[src/rtl/tsc_pkg.sv]
// shared types and constants of the touch relay switch controller
package tsc_pkg;

  typedef enum logic {
    CMD_PROCESS   = 1'b0,
    CMD_COUNTDOWN = 1'b1
  } cmd_e;

  // result word, first member in the highest bits
  typedef struct packed {
    logic       periodic_update;
    logic       start_pairing;
    logic [2:0] report_mask;
    logic       touch_led;
    logic       sensor_led;
    logic [2:0] led_blue;
    logic [2:0] led_red;
    logic [2:0] relay_on;
  } result_t;

  parameter logic [12:0] UPDATE_PERIOD   = 13'd5000;
  parameter logic [6:0]  PRESS_IDLE_MAX  = 7'd120;
  parameter logic [5:0]  BLINK_TICKS_MAX = 6'd40;
  parameter logic [4:0]  BLINK_PERIODS   = 5'd30;
  parameter logic [8:0]  PAIR_HOLD       = 9'd200;
  parameter logic [8:0]  MODE_HOLD       = 9'd300;
  parameter logic [2:0]  PAIR_PRESSES    = 3'd6;
  parameter logic [2:0]  MODE_PRESSES    = 3'd1;
  parameter logic [2:0]  PRESS_SAT       = 3'd7;
  parameter logic [3:0]  SENSOR_BLINK    = 4'd15;
  parameter logic [9:0]  MS_PER_SECOND   = 10'd1000;
  parameter logic [15:0] DEFAULT_OFF_SEC = 16'd30;

endpackage

[src/rtl/touch_relay_switch_controller.sv]
// touch relay switch controller: tick driven switch, pairing and sensor mode logic
//
//   channel   dir   handshake                      payload
//   s_axis    in    s_axis_tvalid / s_axis_tready  tdata: pads, presence; tuser: cmd
//   m_axis    out   m_axis_tvalid / m_axis_tready  tdata: relay, leds, report, pulses
//   cfg       in    cfg_we_i                       cfg_wdata_i: auto off seconds
//
// one word accepted per cycle unless the output stalls; its result word is in the output
// register in the cycle after. the state update is a single pass of counters and compares.
// s_axis_tready is high while the output register is empty or being drained,
// so an output stall holds the input back by exactly one word.
// reset clears all state, the off delay register and the output register.
module touch_relay_switch_controller (
  input  logic        clk_i,
  input  logic        rst_ni,
  input  logic        cfg_we_i,
  input  logic [15:0] cfg_wdata_i,
  input  logic        s_axis_tvalid,
  output logic        s_axis_tready,
  input  logic [7:0]  s_axis_tdata,   // [2:0] pad_pressed, [3] presence, [7:4] zero
  input  logic        s_axis_tuser,   // [0] cmd
  output logic        m_axis_tvalid,
  input  logic        m_axis_tready,
  output logic [15:0] m_axis_tdata    // [2:0] relay_on, [5:3] led_red, [8:6] led_blue,
                                      // [9] sensor_led, [10] touch_led,
                                      // [13:11] report_mask, [14] start_pairing,
                                      // [15] periodic_update
);

  logic [15:0] auto_off_q;
  logic [2:0]  sw_q, sw_d;
  logic [2:0]  was_q, was_d;
  logic [8:0]  hold_q [3];
  logic [8:0]  hold_d [3];
  logic [2:0]  press_q, press_d;
  logic [6:0]  idle_q, idle_d;
  logic        mode_q, mode_d;
  logic        blink_q, blink_d;
  logic [5:0]  bticks_q, bticks_d;
  logic [4:0]  bper_q, bper_d;
  logic [7:0]  led_q, led_d;
  logic [3:0]  sblink_q, sblink_d;
  logic        armed_q, armed_d;
  logic        run_q, run_d;
  logic [15:0] secs_q, secs_d;
  logic [9:0]  ms_q, ms_d;
  logic [12:0] upd_q, upd_d;
  logic        valid_q;
  tsc_pkg::result_t res_q, res_d;
  logic        load;

  logic [2:0]  pads;
  logic        presence;
  tsc_pkg::cmd_e cmd;

  assign pads     = s_axis_tdata[2:0];
  assign presence = s_axis_tdata[3];
  assign cmd      = tsc_pkg::cmd_e'(s_axis_tuser);

  assign s_axis_tready = ~valid_q | m_axis_tready;
  assign load          = s_axis_tvalid & s_axis_tready;
  assign m_axis_tvalid = valid_q;
  assign m_axis_tdata  = res_q;

  always_comb begin
    logic [2:0] report;
    logic       pairing;
    logic       periodic;
    sw_d     = sw_q;
    was_d    = was_q;
    hold_d   = hold_q;
    press_d  = press_q;
    idle_d   = idle_q;
    mode_d   = mode_q;
    blink_d  = blink_q;
    bticks_d = bticks_q;
    bper_d   = bper_q;
    led_d    = led_q;
    sblink_d = sblink_q;
    armed_d  = armed_q;
    run_d    = run_q;
    secs_d   = secs_q;
    ms_d     = ms_q;
    upd_d    = upd_q;
    report   = '0;
    pairing  = 1'b0;
    periodic = 1'b0;

    if (cmd == tsc_pkg::CMD_COUNTDOWN) begin
      if (run_q && armed_q) begin
        if (ms_q >= tsc_pkg::MS_PER_SECOND) begin
          if (secs_q > 16'd1) begin
            secs_d = secs_q - 16'd1;
          end else if (secs_q == 16'd1) begin
            sw_d[2]   = 1'b0;
            report[2] = 1'b1;
            secs_d    = auto_off_q;
            run_d     = 1'b0;
            armed_d   = 1'b0;
          end
          ms_d = '0;
        end else begin
          ms_d = ms_q + 10'd1;
        end
      end
    end else begin
      if (upd_q >= tsc_pkg::UPDATE_PERIOD) begin
        periodic = 1'b1;
        upd_d    = '0;
      end else begin
        upd_d = upd_q + 13'd1;
      end

      if (idle_q > tsc_pkg::PRESS_IDLE_MAX) begin
        press_d = '0;
        idle_d  = '0;
      end else begin
        idle_d = idle_q + 7'd1;
      end

      if (bticks_q >= tsc_pkg::BLINK_TICKS_MAX) begin
        bticks_d = '0;
        if (blink_q) begin
          led_d[2:0] = '0;
          led_d[7:6] = '0;
          if (bper_q > tsc_pkg::BLINK_PERIODS) begin
            blink_d = 1'b0;
            bper_d  = '0;
          end else begin
            bper_d = bper_q + 5'd1;
          end
          led_d[5:3] = ~led_d[5:3];
        end else begin
          bper_d = '0;
        end
      end else begin
        bticks_d = bticks_q + 6'd1;
      end

      // pads in order, the press count carries from one pad to the next
      for (int i = 0; i < 3; i++) begin
        if (pads[i]) begin
          idle_d = '0;
          if (i == 2 && press_d == tsc_pkg::MODE_PRESSES) begin
            if (hold_d[i] >= tsc_pkg::MODE_HOLD) begin
              hold_d[i] = tsc_pkg::MODE_HOLD;
              mode_d    = ~mode_d;
              press_d   = '0;
            end else begin
              hold_d[i] = hold_d[i] + 9'd1;
            end
          end else if (press_d == tsc_pkg::PAIR_PRESSES) begin
            if (hold_d[i] > tsc_pkg::PAIR_HOLD) begin
              hold_d[i] = tsc_pkg::PAIR_HOLD;
              pairing   = 1'b1;
              blink_d   = 1'b1;
              press_d   = '0;
            end else begin
              hold_d[i] = hold_d[i] + 9'd1;
            end
          end
          if (!was_d[i]) begin
            was_d[i] = 1'b1;
            if (i != 2 || !mode_d) begin
              sw_d[i] = ~sw_d[i];
            end
            report[i] = 1'b1;
            if (press_d < tsc_pkg::PRESS_SAT) begin
              press_d = press_d + 3'd1;
            end
          end
        end else begin
          was_d[i]  = 1'b0;
          hold_d[i] = '0;
        end
      end

      if (!blink_d) begin
        if (!mode_d) begin
          led_d[7] = 1'b1;
          led_d[6] = 1'b0;
        end else begin
          led_d[7] = 1'b0;
          if (presence) begin
            sw_d[2]   = 1'b1;
            report[2] = 1'b1;
            armed_d   = 1'b1;
            secs_d    = (auto_off_q != '0) ? auto_off_q : tsc_pkg::DEFAULT_OFF_SEC;
            if (sblink_q >= tsc_pkg::SENSOR_BLINK) begin
              led_d[6] = ~led_d[6];
              sblink_d = '0;
            end else begin
              sblink_d = sblink_q + 4'd1;
            end
          end else begin
            led_d[6] = 1'b1;
            run_d    = 1'b1;
          end
        end
        led_d[2:0] = ~sw_d;
        led_d[5:3] = sw_d;
      end
    end

    res_d.relay_on        = sw_d;
    res_d.led_red         = led_d[2:0];
    res_d.led_blue        = led_d[5:3];
    res_d.sensor_led      = led_d[6];
    res_d.touch_led       = led_d[7];
    res_d.report_mask     = report;
    res_d.start_pairing   = pairing;
    res_d.periodic_update = periodic;
  end

  always_ff @(posedge clk_i or negedge rst_ni) begin
    if (!rst_ni) begin
      auto_off_q <= '0;
      sw_q       <= '0;
      was_q      <= '0;
      hold_q     <= '{default: '0};
      press_q    <= '0;
      idle_q     <= '0;
      mode_q     <= 1'b0;
      blink_q    <= 1'b0;
      bticks_q   <= '0;
      bper_q     <= '0;
      led_q      <= '0;
      sblink_q   <= '0;
      armed_q    <= 1'b0;
      run_q      <= 1'b0;
      secs_q     <= '0;
      ms_q       <= '0;
      upd_q      <= '0;
      valid_q    <= 1'b0;
      res_q      <= '0;
    end else begin
      if (cfg_we_i) begin
        auto_off_q <= cfg_wdata_i;
      end
      if (load) begin
        sw_q     <= sw_d;
        was_q    <= was_d;
        hold_q   <= hold_d;
        press_q  <= press_d;
        idle_q   <= idle_d;
        mode_q   <= mode_d;
        blink_q  <= blink_d;
        bticks_q <= bticks_d;
        bper_q   <= bper_d;
        led_q    <= led_d;
        sblink_q <= sblink_d;
        armed_q  <= armed_d;
        run_q    <= run_d;
        secs_q   <= secs_d;
        ms_q     <= ms_d;
        upd_q    <= upd_d;
        res_q    <= res_d;
        valid_q  <= 1'b1;
      end else if (m_axis_tready) begin
        valid_q <= 1'b0;
      end
    end
  end

`ifndef SYNTHESIS
  a_relay_matches_state: assert property (@(posedge clk_i) disable iff (!rst_ni)
    load |=> res_q.relay_on == sw_q)
    else $error("relay word does not match switch state");

  a_pairing_starts_blink: assert property (@(posedge clk_i) disable iff (!rst_ni)
    load |=> (!res_q.start_pairing || blink_q))
    else $error("pairing pulse without config blinking");

  a_countdown_no_pulses: assert property (@(posedge clk_i) disable iff (!rst_ni)
    (load && cmd == tsc_pkg::CMD_COUNTDOWN) |=>
      (!res_q.start_pairing && !res_q.periodic_update))
    else $error("pulse on a countdown tick");

  a_hold_bounds: assert property (@(posedge clk_i) disable iff (!rst_ni)
    hold_q[0] <= 9'd201 && hold_q[1] <= 9'd201 && hold_q[2] <= tsc_pkg::MODE_HOLD)
    else $error("hold counter out of range");

  a_ms_bound: assert property (@(posedge clk_i) disable iff (!rst_ni)
    ms_q <= tsc_pkg::MS_PER_SECOND)
    else $error("millisecond counter out of range");
`endif

endmodule

[config.mk]
export PLATFORM = sky130hd
export DESIGN_NAME = touch_relay_switch_controller
export DESIGN_NICKNAME = d
export VERILOG_FILES = /design/src/rtl/tsc_pkg.sv /design/src/rtl/touch_relay_switch_controller.sv
export SDC_FILE = /design/constraint.sdc
export NUM_CORES = 1
export LEC_CHECK = 0
export BUFFER_PORTS_ARGS = -buffer_cell sky130_fd_sc_hd__buf_2
export CELL_PAD_IN_SITES_DETAIL_PLACEMENT = 0
export CELL_PAD_IN_SITES_GLOBAL_PLACEMENT = 2
export CORE_UTILIZATION = 35
export DETAILED_ROUTE_END_ITERATION = 12
export PLACE_DENSITY_LB_ADDON = 0.1
export SLEW_MARGIN = 20
export SYNTH_ARGS = -nofsm -noshare
export SYNTH_HDL_FRONTEND = slang
export SYNTH_SLANG_ARGS = --single-unit
[constraint.sdc]
create_clock -name clk_i -period 4.8 [get_ports clk_i]
set_clock_uncertainty 0.2 [all_clocks]
set_input_delay 0.72 -clock clk_i [delete_from_list [all_inputs] [get_ports clk_i]]
set_output_delay 0.72 -clock clk_i [all_outputs]
set_load 0.02 [all_outputs]
---- Word level (Yosys, flattened, before mapping) ----
Cells that the tools add are included.
operators by class
  $add $sub $neg .......................... 13
  $lt $le $gt $ge ......................... 14
  equal/unequal tests ..................... 15
  mux-type cells .......................... 145
  bitwise logic cells ..................... 12
  reduce and logical (&&, ||, !) cells .... 16
operators with widths
  kind                                                            count
  2-to-1 mux 16 bit                                               9
  2-to-1 mux 9 bit                                                11
  2-to-1 mux 1 bit                                                81
  2-to-1 mux 3 bit                                                27
  2-to-1 mux 8 bit                                                5
  2-to-1 mux 7 bit                                                4
  adder 9 x 1 -> 9 bit, second input constant                     3
  greater-than comparator 9 x 8 -> 1 bit, second input constant   3
  equality test 16 x 1 -> 1 bit, second input constant            1
  greater-than comparator 16 x 1 -> 1 bit, second input constant  1
  AND reduction 8 bit                                             2
  nonzero test 16 bit                                             1
  subtractor 16 x 1 -> 16 bit, second input constant              1
  AND reduction 3 bit                                             5
  adder 13 x 1 -> 13 bit, second input constant                   1
  greater-or-equal comparator 13 bit, second input constant       1
  2-to-1 mux 13 bit                                               1
  inequality test 2 x 1 -> 1 bit, second input constant           6
  adder 10 x 1 -> 10 bit, second input constant                   1
  greater-or-equal comparator 10 bit, second input constant       1
  2-to-1 mux 10 bit                                               1
  2-to-1 mux 5 bit                                                2
  AND reduction 5 bit                                             2
  adder 3 x 1 -> 3 bit, second input constant                     3
  other kinds (25)                                                42
storage, ports and cells
  register bits after elaboration ......... 139
  output and inout bits ................... 18
  word-level logic and storage cells ...... 243

---- Longest topological paths before layout ----
Gate-level depths: netlist (run 1).
  word-level depth ........................ 35
  depth in mapped cells ................... 27
  gate-level depth less buffers ........... 27

---- Worst setup path before layout (run 1) ----
Ideal clock, no wire load.
  path kind ............................... register -> register
  from .................................... reg hold_q[18] (netlist name)
  to ...................................... reg sblink_q[0]
  setup time .............................. 125 ps
  data arrival time ....................... 4,905 ps
  path slack .............................. -430 ps
  cell stages (with the launch flop) ...... 24
  path through ............................ dfrtp_1 > inv_1 > ha_1 > nor2b_1 > o21ai_0 > nand2_1 > o311a_1 > ha_1 > nand2b_1 > a311oi_1 > o21a_1 > o21ai_0 > and2_1 > a311oi_1 > ha_1 > nor3_1 > nand4_1 > o31ai_1 > a211o_1 > o211ai_4 > o31a_1 > or2_4 > nand3_2 > mux2_2
between the ends
  word-level cells in the longest chain between the ends .. 26
RTL lines
  element                                                                     RTL line                                                                    RTL
  start: declaration                                                          touch_relay_switch_controller.sv:33                                         logic [8:0] hold_q [3];
  start signal: assignment                                                    touch_relay_switch_controller.sv:243                                        hold_q <= hold_d;
  greater-than comparator 9 x 8 -> 1 bit *                                    touch_relay_switch_controller.sv:153                                        if (hold_d[i] > tsc_pkg::PAIR_HOLD) begin
  2-to-1 mux 3 bit                                                            touch_relay_switch_controller.sv:153
  2-to-1 mux 3 bit                                                            touch_relay_switch_controller.sv:152                                        end else if (press_d == tsc_pkg::PAIR_PRESSES) begin
  2-to-1 mux 3 bit                                                            touch_relay_switch_controller.sv:142                                        if (pads[i]) begin
  2-to-1 mux 3 bit                                                            touch_relay_switch_controller.sv:89                                         if (cmd == tsc_pkg::CMD_COUNTDOWN) begin
  adder 3 x 1 -> 3 bit / < comparator 3 bit (equally long branches)           touch_relay_switch_controller.sv:169, touch_relay_switch_controller.sv:168
  2-to-1 mux 3 bit                                                            touch_relay_switch_controller.sv:168                                        if (press_d < tsc_pkg::PRESS_SAT) begin
  2-to-1 mux 3 bit                                                            touch_relay_switch_controller.sv:162                                        if (!was_d[i]) begin
  [10 not listed]                                                             n/a
  2-to-1 mux 3 bit                                                            touch_relay_switch_controller.sv:89
  equality test 3 x 1 -> 1 bit / equality test 3 bit (equally long branches)  touch_relay_switch_controller.sv:144, touch_relay_switch_controller.sv:152
  2-to-1 mux 1 bit, on equally long branches                                  touch_relay_switch_controller.sv:144, touch_relay_switch_controller.sv:152
  2-to-1 mux 1 bit, on equally long branches                                  touch_relay_switch_controller.sv:142, touch_relay_switch_controller.sv:144
  2-to-1 mux 1 bit, on equally long branches                                  touch_relay_switch_controller.sv:89, touch_relay_switch_controller.sv:142
  2-to-1 mux 1 bit, on equally long branches                                  touch_relay_switch_controller.sv:142, touch_relay_switch_controller.sv:89
  2-to-1 mux 1 bit / NOT 1 bit (equally long branches)                        n/a
  AND reduction 5 bit (no line) *                                             n/a
  end signal: assignment                                                      touch_relay_switch_controller.sv:251                                        sblink_q <= sblink_d;
  end: declaration                                                            touch_relay_switch_controller.sv:42                                         logic [3:0] sblink_q, sblink_d;
Every way passes the cells marked *; elsewhere a longest branch is shown, timed or not. The select of a mux whose other input is x is not followed.
A chain may end at the register's enable or synchronous reset.

---- Worst setup path in the final report (run 1) ----
  from .................................... reg hold_q[18] (netlist name)
  to ...................................... reg res_q (netlist bit m_axis_tdata[2])
between the ends
  word-level cells in the longest chain between the ends .. 32
RTL lines
  element                                                            RTL line                                                                    RTL
  greater-than comparator 9 x 8 -> 1 bit *                           touch_relay_switch_controller.sv:153
  2-to-1 mux 3 bit                                                   touch_relay_switch_controller.sv:153
  2-to-1 mux 3 bit                                                   touch_relay_switch_controller.sv:152
  2-to-1 mux 3 bit                                                   touch_relay_switch_controller.sv:142
  2-to-1 mux 3 bit                                                   touch_relay_switch_controller.sv:89
  adder 3 x 1 -> 3 bit / < comparator 3 bit (equally long branches)  touch_relay_switch_controller.sv:169, touch_relay_switch_controller.sv:168
  2-to-1 mux 3 bit                                                   touch_relay_switch_controller.sv:168
  2-to-1 mux 3 bit                                                   touch_relay_switch_controller.sv:162
  [16 not listed]                                                    n/a
  2-to-1 mux 1 bit                                                   touch_relay_switch_controller.sv:162
  2-to-1 mux 1 bit                                                   touch_relay_switch_controller.sv:142
  2-to-1 mux 1 bit                                                   touch_relay_switch_controller.sv:184                                        if (presence) begin
  2-to-1 mux 1 bit                                                   touch_relay_switch_controller.sv:179                                        if (!mode_d) begin
  2-to-1 mux 1 bit                                                   touch_relay_switch_controller.sv:178                                        if (!blink_d) begin
  2-to-1 mux 1 bit                                                   touch_relay_switch_controller.sv:89
  2-to-1 mux 1 bit *                                                 touch_relay_switch_controller.sv:178
  2-to-1 mux 1 bit *                                                 touch_relay_switch_controller.sv:89
  end signal: assignment                                             touch_relay_switch_controller.sv:257                                        res_q <= res_d;
  end: declaration                                                   touch_relay_switch_controller.sv:49                                         tsc_pkg::result_t res_q, res_d;
Marked as above.

==> results of run 1 <==
[through the flow]
step                      hold WS, ns  worst slack, ns  power (W)  TNS (ns)  instance area (sq um)
after CTS                      0.0662           -0.104    0.00403    -0.933                   9410
after detailed placement        0.275           -0.248    0.00256     -4.05                   8530
after global placement          0.257           -0.131    0.00254     -1.38                   8530
final                          0.0485          -0.0534    0.00413    -0.113                   9760
after global routing           0.0862           -0.292    0.00437     -6.35                   9760
after floorplan                 0.224           0.0418    0.00214         0                   7640
[critical path, delay by kind of cell, from the launching register on]
| family | cells | cell delay, ns |
|---|---|---|
| buffers and inverters | 14 | 1.72 |
| and+or+nand+nor | 8 | 1.14 |
| AOI/OAI and AO/OA | 4 | 0.82 |
| DFF | 1 | 0.36 |
| adders and majority gates | 2 | 0.36 |
| muxes | 1 | 0.13 |
[kinds of logic after synthesis]
group / share of synthesized area
AOI/OAI and AO/OA: 0.206
muxes: 0.0462
DFF: 0.430
and+or+nand+nor: 0.224
xor gates and xnor gates: 0.0241
adders and majority gates: 0.0361
buffers and inverters: 0.0329
[power by group through the flow]
| stage | Combinational, W | Sequential, W | Clock (W) |
|---|---|---|---|
| 5_1_grt | 0.00142 | 0.00150 | 0.00144 |
| 3_3_place_gp | 0.00106 | 0.00148 | 0 |
| 6_report | 0.00130 | 0.00148 | 0.00135 |
| 3_5_place_dp | 0.00108 | 0.00149 | 0 |
| 2_1_floorplan | 0.000655 | 0.00148 | 0 |
| 4_1_cts | 0.00117 | 0.00147 | 0.00139 |
[layout make-up]
cell class	instances	area, sq um
clock buffer	17	425
clock inverter	14	178
fill	2042	11400
inverter	34	128
multi-input combinational	656	4390
sequential	131	3280
tap	275	344
timing repair buffer	138	1020
[routing by layer]
layer	routed length, um	global-route usage
met3	580	0.0366
met5	0	0
met4	216	0.0449
met1	9890	0.250
met2	10400	0.327
[sequential cells by signal, indices dropped and copies added (netlist names), 3 cells and up]
| name | count |
|---|---|
| auto_off_q | 16 |
| bper_q | 5 |
| bticks_q | 6 |
| hold_q | 27 |
| idle_q | 7 |
| led_q | 8 |
| m_axis_tdata | 8 |
| ms_q | 10 |
| press_q | 3 |
| sblink_q | 4 |
| secs_q | 16 |
| upd_q | 13 |
| was_q | 3 |
[placed cells by master, fill, tap and decap left out, types with 5 or more instances in the layout]
cell type	count
ha_1	19
and2_1	8
o21ai_0	68
nand2b_1	10
a21oi_1	38
nand2_1	99
buf_6	9
o22ai_1	8
dfrtp_1	131
a32o_1	9
nor3_1	14
xnor2_1	9
a21oi_2	8
a21o_1	6
clkbuf_16	18
nor2b_1	6
mux2_2	17
o21ai_2	5
nor2_1	74
inv_1	32
buf_4	81
xor2_1	12
and3_1	18
mux2i_1	6
nor4_1	7
a31oi_1	8
o21a_1	9
mux2_4	6
or2_2	5
nand3_1	47
or3_1	10
nand4_1	15
o31ai_1	17
buf_2	42
[worst max path at each step]
stage	depth (start not counted)	startpoint	slack (ns)	endpoint
3_5_place_dp	24	hold_q[18]$_DFFE_PN0P_	-0.25	led_q[2]$_DFFE_PN0P_
2_1_floorplan	22	hold_q[18]$_DFFE_PN0P_	0.04	sblink_q[0]$_DFFE_PN0P_
6_report	29	hold_q[18]$_DFFE_PN0P_	-0.05	m_axis_tdata[2]$_DFFE_PN0P_
3_3_place_gp	28	hold_q[18]$_DFFE_PN0P_	-0.13	press_q[2]$_DFFE_PN0P_
5_1_grt	31	hold_q[19]$_DFFE_PN0P_	-0.29	press_q[2]$_DFFE_PN0P_
4_1_cts	25	hold_q[19]$_DFFE_PN0P_	-0.10	m_axis_tdata[2]$_DFFE_PN0P_
[repair_timing]
| item | 4_1_cts | 5_1_grt |
|---|---|---|
| setup endpoints to repair | 36 | 45 |
| pin swaps | 24 | 23 |
| cloned | 0 | 2 |
| buffers inserted | 20 | 13 |
| endpoints found under the hold margin | 0 | 0 |
| resized for setup | 34 | 46 |
==> metrics.txt, run 1 <==
# TYPE chip_impl_metric gauge
chip_impl_info{name="run_status",value="finished, violations left"} 1
chip_impl_info{name="failed_checks",value="negative setup slack"} 1
chip_impl_metric{name="clkPwrFrac",unit=""} 0.327
chip_impl_info{name="r2r-end",value="m_axis_tdata[2]$_DFFE_PN0P_"} 1
chip_impl_metric{name="cts_buffers",unit=""} 17
chip_impl_metric{name="ys_seq_elements",unit=""} 131
chip_impl_info{name="critical_path.endpoint_type",value="register"} 1
chip_impl_metric{name="grt_usage",unit=""} 0.192
chip_impl_metric{name="worst_slew_margin_rel",unit=""} 0.493
chip_impl_metric{name="instances_no_fill",unit=""} 1265
chip_impl_metric{name="synth_fp_nets",unit=""} 901
chip_impl_metric{name="reported_max_cap_violation_count",unit=""} 0
chip_impl_metric{name="antenna_found_initial",unit=""} 0
chip_impl_metric{name="design.portCount",unit=""} 48
chip_impl_metric{name="clk-insertion-delay-late",unit="ns"} 0.42
chip_impl_info{name="rsz0062_at_grt",value="yes"} 1
chip_impl_metric{name="timing.final.hold_violations",unit=""} 0
chip_impl_metric{name="clk_transition_reported_paths",unit="ns"} 0.06
chip_impl_info{name="synthMostInstantiatedCell",value="dfrtp_1"} 1
chip_impl_metric{name="cts.htree.levels",unit=""} 4
chip_impl_metric{name="clock_path_buffers",unit=""} 2
chip_impl_info{name="yosysTopAreaCell",value="dfrtp_1"} 1
chip_impl_metric{name="initial_core_util",unit=""} 0.360
chip_impl_metric{name="yosysWarnings",unit=""} 0
chip_impl_info{name="cp-start-kind",value="register"} 1
chip_impl_info{name="synth.top_cells.by_count",value="131 x dfrtp_1, 101 x nand2_1, 75 x nor2_1"} 1
chip_impl_metric{name="cp_max_fo",unit=""} 5
chip_impl_metric{name="r2r.worst_path.cells",unit=""} 29
chip_impl_metric{name="io_buffer_count",unit=""} 43
chip_impl_metric{name="sw_frac_of_total",unit=""} 0.349
chip_impl_metric{name="p_per_area",unit="nW/um^2"} 423
chip_impl_metric{name="synthCells",unit=""} 849
chip_impl_metric{name="max_clock_freq",unit="GHz"} 0.206
chip_impl_info{name="post_synth_main_area_contributors",value="dfrtp_1 43%, nand2_1 5.0%, o21ai_0 4.8%, nor2_1 3.7%, ha_1 3.6%"} 1
chip_impl_metric{name="final_max_slew_viol_count",unit=""} 0
chip_impl_info{name="clockRootBuffer",value="clkbuf_16"} 1
chip_impl_metric{name="drive_gt1_frac",unit=""} 0.268
chip_impl_metric{name="dieWidth",unit="um"} 150
chip_impl_metric{name="power_frac_seq",unit=""} 0.358
chip_impl_metric{name="num_rows",unit=""} 53
chip_impl_metric{name="place.detailed.hpwl",unit="um"} 14400
chip_impl_metric{name="final_setup_fails",unit=""} 3
chip_impl_info{name="cts_tree",value="yes"} 1
chip_impl_metric{name="syn2layout_area_growth",unit="%"} 28.1
chip_impl_info{name="cp_common_cell",value="buf_4"} 1
chip_impl_metric{name="core-area",unit="sq um"} 21200
chip_impl_metric{name="synth-seq-area-share",unit=""} 0.430
chip_impl_info{name="critPathSlowestCell",value="dfrtp_1"} 1
chip_impl_metric{name="post-route-util",unit=""} 0.461
chip_impl_metric{name="placed_cells",unit=""} 1199
chip_impl_metric{name="syn_area",unit="sq um"} 7620
chip_impl_metric{name="avgRoutedWirePerCell",unit="um"} 16.6
chip_impl_metric{name="fin_nets",unit=""} 1030
chip_impl_metric{name="timing.final.crit_period",unit="ns"} 4.85
chip_impl_metric{name="detail_route.drc_violations",unit=""} 0
chip_impl_metric{name="final_min_period_over_clock_period",unit=""} 1.01
chip_impl_metric{name="yosysUniqueCellTypes",unit=""} 73
chip_impl_info{name="critical_path.reg2reg.startpoint",value="hold_q[18]$_DFFE_PN0P_"} 1
chip_impl_metric{name="number_of_synthesized_flops_with_an_enable_pin",unit=""} 0
chip_impl_metric{name="die-height",unit="um"} 150
chip_impl_metric{name="largest_net_degree_at_the_start_of_global_routing",unit=""} 57
chip_impl_metric{name="ant_nets",unit=""} 0
chip_impl_metric{name="critPathMaxStageDelay",unit="ns"} 0.36
chip_impl_metric{name="grt_overflow_total",unit=""} 0
chip_impl_metric{name="power_switching",unit="W"} 0.00144
chip_impl_metric{name="detail_route.iter0.violations",unit=""} 380
chip_impl_metric{name="postLayoutSetupSlackWorst",unit="ns"} -0.0534
chip_impl_metric{name="vdd.ir_drop.worst",unit="mV"} 0.194
chip_impl_metric{name="drt_via_density",unit=""} 5.42
chip_impl_info{name="timing.hold.worst.class",value="in -> async"} 1
chip_impl_metric{name="intPower",unit="W"} 0.00269
chip_impl_metric{name="vias",unit=""} 6851
chip_impl_metric{name="worst-endpoint-required",unit="ns"} 4.89
chip_impl_metric{name="drt_wl_total",unit="um"} 21100
chip_impl_metric{name="tritoncts_num_sinks",unit=""} 131
chip_impl_metric{name="reg2reg_slack",unit="ns"} -0.05
chip_impl_metric{name="finalWeightedCongestion",unit=""} 0.885
chip_impl_metric{name="antennaDiodeCount",unit=""} 0
chip_impl_metric{name="cts.hold.buffers_added",unit=""} 0
chip_impl_metric{name="detailedRoute.firstPassIterationCount",unit=""} 5
chip_impl_metric{name="worstMarginPinSlew",unit="ns"} 0.758
chip_impl_metric{name="grt_pass1_wl",unit="um"} 34000
chip_impl_metric{name="first_global_vias",unit=""} 6678
chip_impl_metric{name="leakage",unit="nW"} 4.33
chip_impl_metric{name="die_area",unit="sq um"} 22400
chip_impl_metric{name="worst-endpoint-arrival",unit="ns"} 4.94
chip_impl_info{name="synthFlopType",value="dfrtp_1"} 1
chip_impl_metric{name="synth_async_sr_flop_share",unit=""} 1.00
chip_impl_info{name="timing.setup.critical_path_class",value="reg -> reg"} 1
chip_impl_metric{name="share_comb_of_total_power",unit=""} 0.315
chip_impl_metric{name="synth.avg_cell_area",unit="sq um"} 8.97
chip_impl_metric{name="yosys_top_cell_area_share",unit=""} 0.430
Note: power is estimated with default switching activity, not from simulation.
==> run 2, diff against run 1 <==
Settings changed: ABC_AREA from default to 1, CORE_UTILIZATION 35 to 33.
==> run 2 against run 1 <==
The flow now finishes without violations; critical path depth increased by 1; register-to-register slack gained 0.57 ns; final area down 9.4%; setup slack better by 0.57 ns; clock power decreased by 7%; synthesized cell count is 18% higher; core utilization shrank 7.3 points.
==> metrics.txt, run 2 <==
# TYPE chip_impl_metric gauge
chip_impl_info{name="run_status",value="complete, no violations"} 1
chip_impl_metric{name="initial_core_util",unit=""} 0.338
chip_impl_metric{name="syn_area",unit="sq um"} 7690
chip_impl_metric{name="final_max_slew_viol_count",unit=""} 0
chip_impl_metric{name="synth_async_sr_flop_share",unit=""} 1.00
chip_impl_metric{name="timing.final.crit_period",unit="ns"} 4.29
chip_impl_metric{name="cts-resized-gates",unit=""} 0
chip_impl_metric{name="detailedRoute.firstPassIterationCount",unit=""} 4
chip_impl_metric{name="worstMarginPinSlew",unit="ns"} 0.973
chip_impl_metric{name="p_total",unit="W"} 0.00435
chip_impl_metric{name="io_buffer_count",unit=""} 43
chip_impl_info{name="rsz0062_at_grt",value="no"} 1
chip_impl_info{name="uppermost_metal_layer_occupied_by_signal_nets",value="met5"} 1
chip_impl_metric{name="clk-insertion-delay-late",unit="ns"} 0.43
chip_impl_metric{name="dpl_cell_area",unit="sq um"} 8280
chip_impl_metric{name="drt_via_density",unit=""} 4.69
chip_impl_metric{name="largest_register_ffs",unit=""} 27
chip_impl_metric{name="antennaDiodeCount",unit=""} 0
chip_impl_metric{name="vdd.ir_drop.worst",unit="mV"} 0.155
chip_impl_metric{name="vias",unit=""} 6477
chip_impl_info{name="highest_count_cells_in_the_layout_ignoring_fill_and_taps",value="187 x nand2_1, 147 x inv_1, 131 x dfrtp_1, 97 x o21ai_0, 84 x nor2_1"} 1
chip_impl_metric{name="die-height",unit="um"} 155
chip_impl_metric{name="tritoncts_num_sinks",unit=""} 131
chip_impl_metric{name="cp_max_fo",unit=""} 6
chip_impl_info{name="critical_path.reg2reg.startpoint",value="idle_q[0]$_DFFE_PN0P_"} 1
chip_impl_metric{name="yosysWarnings",unit=""} 0
chip_impl_metric{name="yosysUniqueCellTypes",unit=""} 51
chip_impl_metric{name="drive_gt1_frac",unit=""} 0.137
chip_impl_info{name="synth.top_cells.by_count",value="187 x nand2_1, 147 x inv_1, 131 x dfrtp_1"} 1
chip_impl_metric{name="cts_buffers",unit=""} 17
chip_impl_metric{name="wl_met1",unit="um"} 9430
chip_impl_metric{name="cts.htree.levels",unit=""} 4
chip_impl_metric{name="avgRoutedWirePerCell",unit="um"} 13.9
chip_impl_metric{name="fin_setup_tns",unit="ns"} 0
chip_impl_info{name="synthMostInstantiatedCell",value="nand2_1"} 1
chip_impl_metric{name="leakage",unit="nW"} 4.26
chip_impl_metric{name="place.detailed.hpwl",unit="um"} 13600
chip_impl_metric{name="detail_route.drc_violations",unit=""} 0
chip_impl_metric{name="yosys_top_cell_area_share",unit=""} 0.426
chip_impl_metric{name="synth_fp_nets",unit=""} 1054
chip_impl_metric{name="fin_nets",unit=""} 1107
chip_impl_metric{name="finish.instance_area",unit="sq um"} 8840
chip_impl_metric{name="grt_pass1_wl",unit="um"} 33100
chip_impl_info{name="timing.hold.worst.class",value="in -> async"} 1
chip_impl_metric{name="critPathMaxStageDelay",unit="ns"} 0.38
chip_impl_info{name="synthFlopType",value="dfrtp_1"} 1
chip_impl_info{name="top_regs",value="hold_q x27, auto_off_q x16, secs_q x16"} 1
chip_impl_info{name="r2r-end",value="press_q[1]$_DFFE_PN0P_"} 1
chip_impl_metric{name="final_min_period_over_clock_period",unit=""} 0.893
chip_impl_info{name="cp-start-kind",value="register"} 1
chip_impl_metric{name="drt_wl_total",unit="um"} 19200
chip_impl_info{name="critical_path.endpoint_type",value="register"} 1
chip_impl_metric{name="largest_net_degree_at_the_start_of_global_routing",unit=""} 87
chip_impl_metric{name="core-area",unit="sq um"} 22800
chip_impl_metric{name="routed-wl-met3",unit="um"} 585
chip_impl_info{name="top_register",value="hold_q"} 1
chip_impl_metric{name="hold_ws",unit="ns"} 0.146
chip_impl_metric{name="timing.final.hold_violations",unit=""} 0
chip_impl_metric{name="fill_cells",unit=""} 2403
chip_impl_metric{name="design.portCount",unit=""} 48
chip_impl_metric{name="synthCells",unit=""} 1002
chip_impl_metric{name="worst-endpoint-arrival",unit="ns"} 4.38
chip_impl_info{name="clockRootBuffer",value="clkbuf_16"} 1
chip_impl_metric{name="r2r.worst_path.cells",unit=""} 30
chip_impl_metric{name="first_global_vias",unit=""} 6512
chip_impl_info{name="critPathSlowestCell",value="dfrtp_1"} 1
chip_impl_metric{name="reported_max_cap_violation_count",unit=""} 0
chip_impl_metric{name="number_of_synthesized_flops_with_an_enable_pin",unit=""} 0
chip_impl_info{name="cts_tree",value="yes"} 1
chip_impl_metric{name="final_setup_fails",unit=""} 0
chip_impl_metric{name="antenna_found_initial",unit=""} 1
chip_impl_metric{name="worst_slew_margin_rel",unit=""} 0.346
chip_impl_metric{name="synth.avg_cell_area",unit="sq um"} 7.68
chip_impl_info{name="timing.setup.critical_path_class",value="reg -> reg"} 1
chip_impl_metric{name="clk_transition_reported_paths",unit="ns"} 0.07
chip_impl_info{name="yosysTopAreaCell",value="dfrtp_1"} 1
chip_impl_metric{name="max_clock_freq",unit="GHz"} 0.233
chip_impl_metric{name="detail_route.iter0.violations",unit=""} 314
chip_impl_metric{name="syn2layout_area_growth",unit="%"} 14.9
chip_impl_metric{name="met2WireLength",unit="um"} 8970
chip_impl_metric{name="ys_seq_elements",unit=""} 131
chip_impl_metric{name="worst-endpoint-required",unit="ns"} 4.89
chip_impl_metric{name="ant_nets",unit=""} 0
chip_impl_metric{name="die_area",unit="sq um"} 23900
chip_impl_metric{name="p_per_area",unit="nW/um^2"} 493
chip_impl_info{name="post_synth_main_area_contributors",value="dfrtp_1 43%, nand2_1 9.1%, inv_1 7.2%, o21ai_0 6.3%, nor2_1 4.1%"} 1
chip_impl_metric{name="finalWeightedCongestion",unit=""} 0.751
chip_impl_metric{name="reg2reg_slack",unit="ns"} 0.51
chip_impl_metric{name="grt_usage",unit=""} 0.175
chip_impl_info{name="layout_commonest_cell",value="nand2_1"} 1
chip_impl_metric{name="dieWidth",unit="um"} 155
chip_impl_metric{name="grt_overflow_total",unit=""} 0
chip_impl_metric{name="num_rows",unit=""} 55
chip_impl_metric{name="clock_path_buffers",unit=""} 2
chip_impl_metric{name="synth-seq-area-share",unit=""} 0.426
-- run 2: per-stage QoR --
step | instances | worst slack [ns] | utilization
5_1_grt | 1380 | 0.00680 | 0.388
2_1_floorplan | 1002 | 0.992 | -
6_report | 1380 | 0.512 | 0.388
4_1_cts | 1379 | 0.266 | 0.388
3_3_place_gp | 1348 | 0.343 | 0.363
3_5_place_dp | 1348 | 0.298 | 0.363
-- run 2: worst max path at each step --
stage	start	to	slack, ns	cells after the start
6_report	idle_q[0]$_DFFE_PN0P_	press_q[1]$_DFFE_PN0P_	0.51	30
5_1_grt	idle_q[0]$_DFFE_PN0P_	press_q[1]$_DFFE_PN0P_	0.007	30
4_1_cts	idle_q[0]$_DFFE_PN0P_	secs_q[1]$_DFFE_PN0P_	0.27	32
3_5_place_dp	idle_q[0]$_DFFE_PN0P_	secs_q[15]$_DFFE_PN0P_	0.30	32
3_3_place_gp	idle_q[0]$_DFFE_PN0P_	secs_q[0]$_DFFE_PN0P_	0.34	32
2_1_floorplan	idle_q[0]$_DFFE_PN0P_	press_q[1]$_DFFE_PN0P_	0.99	30
-- run 2: metal layers --
layer | vias up | track usage
li1 | 3394 | -
met1 | 2980 | 0.229
met2 | 84 | 0.292
met3 | 17 | 0.0375
met4 | 2 | 0.0438
met5 | - | 0
-- run 2: where the power goes --
| part | total (W) | internal, W | switching (W) |
|---|---|---|---|
| clock | 0.00125 | 0.000722 | 0.000532 |
| sequential | 0.00165 | 0.00139 | 0.000254 |
| combinational | 0.00145 | 0.000534 | 0.000918 |
| total | 0.00435 | 0.00265 | 0.00170 |
-- run 2: kinds of logic (layout without fill, tap and decap cells) --
group | after synthesis | in the layout | synth area share
and+or+nand+nor | 451 | 451 | 0.276
adders and majority gates | 22 | 22 | 0.0358
xor gates and xnor gates | 24 | 24 | 0.0273
buffers and inverters | 183 | 248 | 0.0927
DFF | 131 | 131 | 0.426
AOI/OAI and AO/OA | 191 | 191 | 0.142
-- run 2: repair_timing --
action,4_1_cts,5_1_grt
setup buffers,0,1
hold buffers,0,0
setup endpoints to repair,0,16
-- run 2: critical path: cells and delay by family (launching register included) --
kind                     cells  cell delay, ns
flip-flops                   1            0.38
adder cells (fa/ha/maj)      4            0.90
AO/OA/AOI/OAI                3            0.50
buffers and inverters        5            0.37
AND/OR/NAND/NOR             18            1.81
-- run 2: cell type report --
class | count | area [sq um] | share of cell area
multi-input combinational | 688 | 3700 | 0.419
sequential | 131 | 3280 | 0.371
inverter | 164 | 616 | 0.0697
clock buffer | 19 | 443 | 0.0501
tap | 313 | 392 | 0.0443
timing repair buffer | 53 | 297 | 0.0336
clock inverter | 12 | 109 | 0.0123
